### src/design/kmpc_pkg.sv
// Shared constants and types for the pattern occurrence counter.
package kmpc_pkg;

    localparam int MAX_PATTERN = 32;
    localparam int COUNT_BITS  = 16;
    localparam int OUT_DATA_W  = ((COUNT_BITS + 7) / 8) * 8;

    localparam logic [1:0] MODE_APPEND = 2'd0;
    localparam logic [1:0] MODE_TEXT   = 2'd1;
    localparam logic [1:0] MODE_CLEAR  = 2'd2;

    localparam logic [1:0] STAT_OK    = 2'd0;
    localparam logic [1:0] STAT_FULL  = 2'd1;
    localparam logic [1:0] STAT_EMPTY = 2'd2;

    // per-item command broadcast to every cell
    typedef struct packed {
        logic append;   // store symbol in first free cell
        logic text;     // advance matcher by symbol
        logic clear;    // drop the whole pattern
    } t_cell_ctrl;

    // row summary back to the control logic
    typedef struct packed {
        logic full;
        logic empty;
        logic hit;
    } t_row_stat;

endpackage

### src/design/kmp_occurrence_counter_top.sv
// Top level: stream handshake, command decode, occurrence counter and output register.
// One result item per input item, shown in the cycle after the input is accepted.
// Throughput: one item per cycle; the cell row takes a text byte without ever holding it,
// so the only stall comes from the output register waiting on the downstream side.
// Reset (i_rst_n low, synchronous): pattern emptied, match bits and count cleared,
// output register empty. Pattern bytes themselves are not reset.
module kmp_occurrence_counter_top (
    input  logic                              i_clk,
    input  logic                              i_rst_n,
    // input stream
    input  logic                              i_s_axis_tvalid,
    output logic                              o_s_axis_tready,
    input  logic [7:0]                        i_s_axis_tdata,  // [7:0] symbol
    input  logic [1:0]                        i_s_axis_tuser,  // [1:0] mode
    // result stream
    output logic                              o_m_axis_tvalid,
    input  logic                              i_m_axis_tready,
    output logic [kmpc_pkg::OUT_DATA_W-1:0]   o_m_axis_tdata,  // [COUNT_BITS-1:0] occurrences
    output logic [2:0]                        o_m_axis_tuser   // [0] hit, [2:1] status
);
    import kmpc_pkg::*;

    logic                  w_accept;
    t_cell_ctrl            w_ctrl;
    t_row_stat             w_stat;
    logic [1:0]            w_status;
    logic                  w_hit;
    logic [COUNT_BITS-1:0] r_count;
    logic [COUNT_BITS-1:0] n_count;

    logic                  r_out_valid;
    logic                  r_out_hit;
    logic [1:0]            r_out_status;
    logic [COUNT_BITS-1:0] r_out_count;

    // new item whenever the output slot is free or being drained this cycle
    assign o_s_axis_tready = ~r_out_valid | i_m_axis_tready;
    assign w_accept        = i_s_axis_tvalid & o_s_axis_tready;

    // decode the item into cell commands and a status code
    always_comb begin
        w_ctrl   = '0;
        w_status = STAT_OK;
        case (i_s_axis_tuser)
            MODE_APPEND: begin
                if (w_stat.full) begin
                    w_status = STAT_FULL;
                end else begin
                    w_ctrl.append = w_accept;
                end
            end
            MODE_TEXT: begin
                if (w_stat.empty) begin
                    w_status = STAT_EMPTY;
                end else begin
                    w_ctrl.text = w_accept;
                end
            end
            MODE_CLEAR: begin
                w_ctrl.clear = w_accept;
            end
            default: begin
                w_status = STAT_OK;   // unused mode: no effect
            end
        endcase
    end

    kmpc_cell_row u_row (
        .i_clk    (i_clk),
        .i_rst_n  (i_rst_n),
        .i_ctrl   (w_ctrl),
        .i_symbol (i_s_axis_tdata),
        .o_stat   (w_stat)
    );

    assign w_hit = w_stat.hit;   // already gated by the text command

    // count restarts on any pattern change, saturates at all ones
    always_comb begin
        n_count = r_count;
        if (w_ctrl.append || w_ctrl.clear) begin
            n_count = '0;
        end else if (w_hit && (r_count != '1)) begin
            n_count = r_count + 1'b1;
        end
    end

    always_ff @(posedge i_clk) begin
        if (!i_rst_n) begin
            r_count     <= '0;
            r_out_valid <= 1'b0;
        end else begin
            r_count <= n_count;
            if (w_accept) begin
                r_out_valid <= 1'b1;
            end else if (i_m_axis_tready) begin
                r_out_valid <= 1'b0;
            end
        end
    end

    always_ff @(posedge i_clk) begin
        if (w_accept) begin
            r_out_hit    <= w_hit;
            r_out_status <= w_status;
            r_out_count  <= n_count;
        end
    end

    assign o_m_axis_tvalid = r_out_valid;
    assign o_m_axis_tdata  = OUT_DATA_W'(r_out_count);
    assign o_m_axis_tuser  = {r_out_status, r_out_hit};

    // an accepted item always lands in the output register
    a_accept_fills: assert property (@(posedge i_clk) disable iff (!i_rst_n)
        w_accept |=> r_out_valid)
        else $error("accepted item produced no result");

    // clear empties the count and reports zero
    a_clear_zero: assert property (@(posedge i_clk) disable iff (!i_rst_n)
        (w_accept && i_s_axis_tuser == MODE_CLEAR) |=> (r_count == '0 && r_out_count == '0))
        else $error("clear left a nonzero count");

    // text against empty pattern flags and never hits
    a_empty_text: assert property (@(posedge i_clk) disable iff (!i_rst_n)
        (w_accept && i_s_axis_tuser == MODE_TEXT && w_stat.empty)
        |=> (r_out_status == STAT_EMPTY && !r_out_hit))
        else $error("text with empty pattern misreported");

    // count only drops through a pattern change
    a_count_drop: assert property (@(posedge i_clk) disable iff (!i_rst_n)
        (r_count < $past(r_count)) |-> $past(w_ctrl.append || w_ctrl.clear))
        else $error("count decreased without pattern change");

endmodule

### src/design/kmpc_cell.sv
// One pattern cell: holds a pattern byte, its in-use flag and its prefix match bit.
module kmpc_cell (
    input  logic              i_clk,
    input  logic              i_rst_n,
    input  kmpc_pkg::t_cell_ctrl i_ctrl,
    input  logic [7:0]        i_symbol,
    input  logic              i_prev_used,
    input  logic              i_prev_match,
    input  logic              i_next_used,
    output logic              o_used,
    output logic              o_match,
    output logic              o_hit
);
    import kmpc_pkg::*;

    logic [7:0] r_byte;
    logic       r_used;
    logic       r_match;
    logic       n_match;
    logic       w_take;

    // first free cell takes the appended byte
    assign w_take  = i_ctrl.append & i_prev_used & ~r_used;
    // prefix [0..this] ends at the current text byte
    assign n_match = r_used & i_prev_match & (i_symbol == r_byte);
    // full occurrence when this is the last used cell
    assign o_hit   = i_ctrl.text & n_match & ~i_next_used;

    always_ff @(posedge i_clk) begin
        if (!i_rst_n) begin
            r_used  <= 1'b0;
            r_match <= 1'b0;
        end else begin
            if (i_ctrl.clear) begin
                r_used <= 1'b0;
            end else if (w_take) begin
                r_used <= 1'b1;
            end
            if (i_ctrl.clear || i_ctrl.append) begin
                r_match <= 1'b0;
            end else if (i_ctrl.text) begin
                r_match <= n_match;
            end
        end
    end

    always_ff @(posedge i_clk) begin
        if (w_take) begin
            r_byte <= i_symbol;
        end
    end

    assign o_used  = r_used;
    assign o_match = r_match;

endmodule

### src/design/kmpc_cell_row.sv
// Row of pattern cells; match bits shift one cell per text byte.
module kmpc_cell_row (
    input  logic                 i_clk,
    input  logic                 i_rst_n,
    input  kmpc_pkg::t_cell_ctrl i_ctrl,
    input  logic [7:0]           i_symbol,
    output kmpc_pkg::t_row_stat  o_stat
);
    import kmpc_pkg::*;

    logic [MAX_PATTERN-1:0] w_used;
    logic [MAX_PATTERN-1:0] w_match;
    logic [MAX_PATTERN-1:0] w_hit;

    for (genvar j = 0; j < MAX_PATTERN; j++) begin : g_cell
        logic w_prev_used;
        logic w_prev_match;
        logic w_next_used;

        if (j == 0) begin : g_head
            assign w_prev_used  = 1'b1;
            assign w_prev_match = 1'b1;
        end else begin : g_body
            assign w_prev_used  = w_used[j-1];
            assign w_prev_match = w_match[j-1];
        end

        if (j == MAX_PATTERN - 1) begin : g_tail
            assign w_next_used = 1'b0;
        end else begin : g_mid
            assign w_next_used = w_used[j+1];
        end

        kmpc_cell u_cell (
            .i_clk        (i_clk),
            .i_rst_n      (i_rst_n),
            .i_ctrl       (i_ctrl),
            .i_symbol     (i_symbol),
            .i_prev_used  (w_prev_used),
            .i_prev_match (w_prev_match),
            .i_next_used  (w_next_used),
            .o_used       (w_used[j]),
            .o_match      (w_match[j]),
            .o_hit        (w_hit[j])
        );
    end

    assign o_stat.full  = w_used[MAX_PATTERN-1];
    assign o_stat.empty = ~w_used[0];
    assign o_stat.hit   = |w_hit;

endmodule

### config.mk
export PLATFORM = sky130hd
export DESIGN_NAME = kmp_occurrence_counter_top
export DESIGN_NICKNAME = d
export VERILOG_FILES = /design/src/design/kmpc_pkg.sv /design/src/design/kmp_occurrence_counter_top.sv /design/src/design/kmpc_cell.sv /design/src/design/kmpc_cell_row.sv
export SDC_FILE = /design/constraint.sdc
export NUM_CORES = 1
export LEC_CHECK = 0
export BUFFER_PORTS_ARGS = -buffer_cell sky130_fd_sc_hd__buf_2
export CAP_MARGIN = 30
export CELL_PAD_IN_SITES_DETAIL_PLACEMENT = 1
export CELL_PAD_IN_SITES_GLOBAL_PLACEMENT = 1
export CORE_AREA = 2 2 180 182
export CTS_CLUSTER_SIZE = 14
export DETAILED_ROUTE_END_ITERATION = 16
export DIE_AREA = 0 0 182 184
export PLACE_DENSITY_LB_ADDON = 0.1
export REMOVE_ABC_BUFFERS = 1
export SETUP_SLACK_MARGIN = 0.05
export SKIP_CTS_REPAIR_TIMING = 1
export SLEW_MARGIN = 10
export SYNTH_ARGS = -nofsm -noshare
export SYNTH_HDL_FRONTEND = slang
export SYNTH_HIERARCHICAL = 1
export SYNTH_SLANG_ARGS = --single-unit
### constraint.sdc
create_clock -name i_clk -period 13.6 [get_ports i_clk]
set_input_delay 1.36 -clock i_clk [delete_from_list [all_inputs] [get_ports i_clk]]
set_output_delay 1.36 -clock i_clk [all_outputs]
set_load 0.05 [all_outputs]
==> impl_metrics.toml <==
[grt]
grt_pass1_vias = 9728
grt_max_degree = 65
grt_pass1_wl_um = 52900
track_usage_pct = 19.9
antenna_found_initial = 0
grt.overflow.total = 0

[cells_and_area]
fin_nets = 1233
area_growth_pct = 14.5
antenna_cells = 0
layout-drive-gt1-share_pct = 12.5
final_area_mm2 = 0.0174

[floorplanning]
fp.dieW_um = 182
core_area_mm2 = 0.0314
fp-row-count = 65
io_pins = 35
die_area_mm2 = 0.0335
start_util_pct = 48.4
die_h_um = 184

[worst_setup_path]
worst_setup_path_end_kind = "register"
crit_chain = "buf_2 > and2b_2 > inv_1 > nand2_1 > nor4b_2 > buf_4 > nand3_1 > nor4_1 > nand4_1 > nor2_1 > nor4_1 > nand4_1 > or2_1 > nand3_1 > or3_1 > nor4_1 > a211oi_1"
worst_path_max_delay_cell = "buf_4"
crit_type = "input port to register"
critPathMaxStageDelay_ns = 0.57
cp_data_arrival_time_ns = 5.48
cp-start-kind = "input port"
cpMostUsedCell = "nor4_1"
path_buf_inv = 3
required_ns = 13.84
crit_fanout = 63
critPathTopFamily = "simple AND/OR/NAND/NOR gates"

[routing]
first_pass_iters = 4
vias = 9062
drc = 0
avgRoutedWirePerCell_um = 19.7
avgViaCountPerCell = 5.50
drtAntennaViolNets = 0
routed_wl_um = 32500
dr.first_iter.drc_count = 566

[clocking]
cts_tree = "yes"
clkTransAtPathRegs_ns = 0.06
cts_sinks = 355
clockBufferDepth = 3
htreeDepth = 2
root_buffer = "clkbuf_16"
numCtsBuffers = 38
clkLatencyLatePin_ns = 0.52

[timing]
tightest_slew_ns = 0.914
slew_violations = 0
grt_setup_unrepaired = "false"
hold_violations = 0
fin_crit_ns = 5.24
setup_viol = 0
tns_ns = 0
max_freq_mhz = 191
maxSlewHeadroom_pct = 38.5
clock-skew-final_ns = 0.0211
post-route-period-util_pct = 38.5

[place]
port_buffers = 34
dp.final_hpwl_um = 18300
placed_area_mm2 = 0.0159
globalplace.congestion = 0.756

[pwr]
cellLeakagePower_nw = 5.91
vdd_drop_max_mv = 0.0973
p_per_area_mw_per_mm2 = 133

[yosys]
syn_inst = 1135
synth_area_mm2 = 0.0152
synth_warnings = 6
avgSynthCellArea_um2 = 13.4

[run]
drv_cap = 0

[status]
status = "finished, final reports clean"

[hold_path]
hold_class = "register to register"
[layout make-up]
| class | instances | area, um^2 |
|---|---|---|
| clock inverters | 17 | 158 |
| inverters | 42 | 158 |
| clock buffers | 52 | 1110 |
| repair buffers | 49 | 448 |
| multi-input cells | 732 | 5160 |
| fillers | 3043 | 14000 |
| flip-flops and latches | 355 | 9860 |
| well taps | 402 | 503 |
[routing by layer]
metal | track usage, % | vias to the layer above | part of all wire, %
met3 | 2.52 | 29 | 2.8
met5 | 0 | - | 0
met2 | 34.7 | 107 | 49
met1 | 26.9 | 4559 | 46
met4 | 4.19 | 0 | 1.5
li1 | - | 4367 | -
[power breakdown]
group          leakage, nW  internal [mW]  total, mW  switching (mW)
logic                 2.14         0.0317      0.112          0.0805
registers             3.13           1.17       1.17         0.00112
clock network        0.636          0.629       1.03           0.405
total                 5.91           1.83       2.32           0.487
[registers in the layout, indices dropped and copies added, names as in the netlist]
name / cells
o_m_axis_tvalid: 1
u_row/g_cell.u_cell/o_match: 31
u_row/g_cell.u_cell/o_used: 32
r_out_status: 2
u_row/g_cell.u_cell/r_byte: 256
o_m_axis_tdata: 16
r_count: 16
r_out_hit: 1
[worst paths after layout]
path                                               start                                           to  slack [ns]  cells past startpoint
max                                      i_m_axis_tready                 o_m_axis_tdata[15]$_DFFE_PP_        8.36                     17
min          u_row/g_cell[2].u_cell/o_match$_SDFFE_PP0P_  u_row/g_cell[2].u_cell/o_match$_SDFFE_PP0P_        0.50                      2
max reg2reg                 o_m_axis_tvalid$_SDFFE_PN0P_                 o_m_axis_tdata[15]$_DFFE_PP_        9.00                     16
min reg2reg  u_row/g_cell[2].u_cell/o_match$_SDFFE_PP0P_  u_row/g_cell[2].u_cell/o_match$_SDFFE_PP0P_        0.50                      2
[worst register-to-register path, cell delays in order, from the launching register on]
cell and delay (ns):
dfxtp_1 0.30, and2b_2 0.23, inv_1 0.10, nand2_1 0.15
nor4b_2 0.24, buf_4 0.57, nand3_1 0.22, nor4_1 0.27
nand4_1 0.21, nor2_1 0.14, nor4_1 0.12, nand4_1 0.19
or2_1 0.32, nand3_1 0.21, or3_1 0.51, nor4_1 0.46
a211oi_1 0.10
[metrics by stage]
stage	hold WS, ns	setup WS [ns]	power (mW)	cells	util, %
final	0.500	8.36	2.32	1649	55.4
after global routing	0.513	8.01	2.39	1649	55.4
after CTS	0.498	8.30	2.34	1641	54.8
after detailed placement	0.488	7.83	1.30	1572	50.7
after global placement	0.484	8.06	1.30	1572	50.7
after floorplan	0.473	1.92	1.25	1129	-
[cell usage in the layout, fill, tap and decap left out, types with 9 or more instances in the layout]
cell type and instances:
inv_1 42, dfxtp_1 80, xor2_1 193, xnor2_1 65, a21oi_1 40, edfxtp_1 275
clkbuf_16 39, buf_2 26, clkbuf_8 9, nand2b_1 31, buf_4 15, nor4_1 44
nor3_1 67, nand2_1 41, nand4_1 39, nand3_1 39, a2111oi_2 31, nor2_1 79
Note: power is estimated with default switching activity, not from simulation.
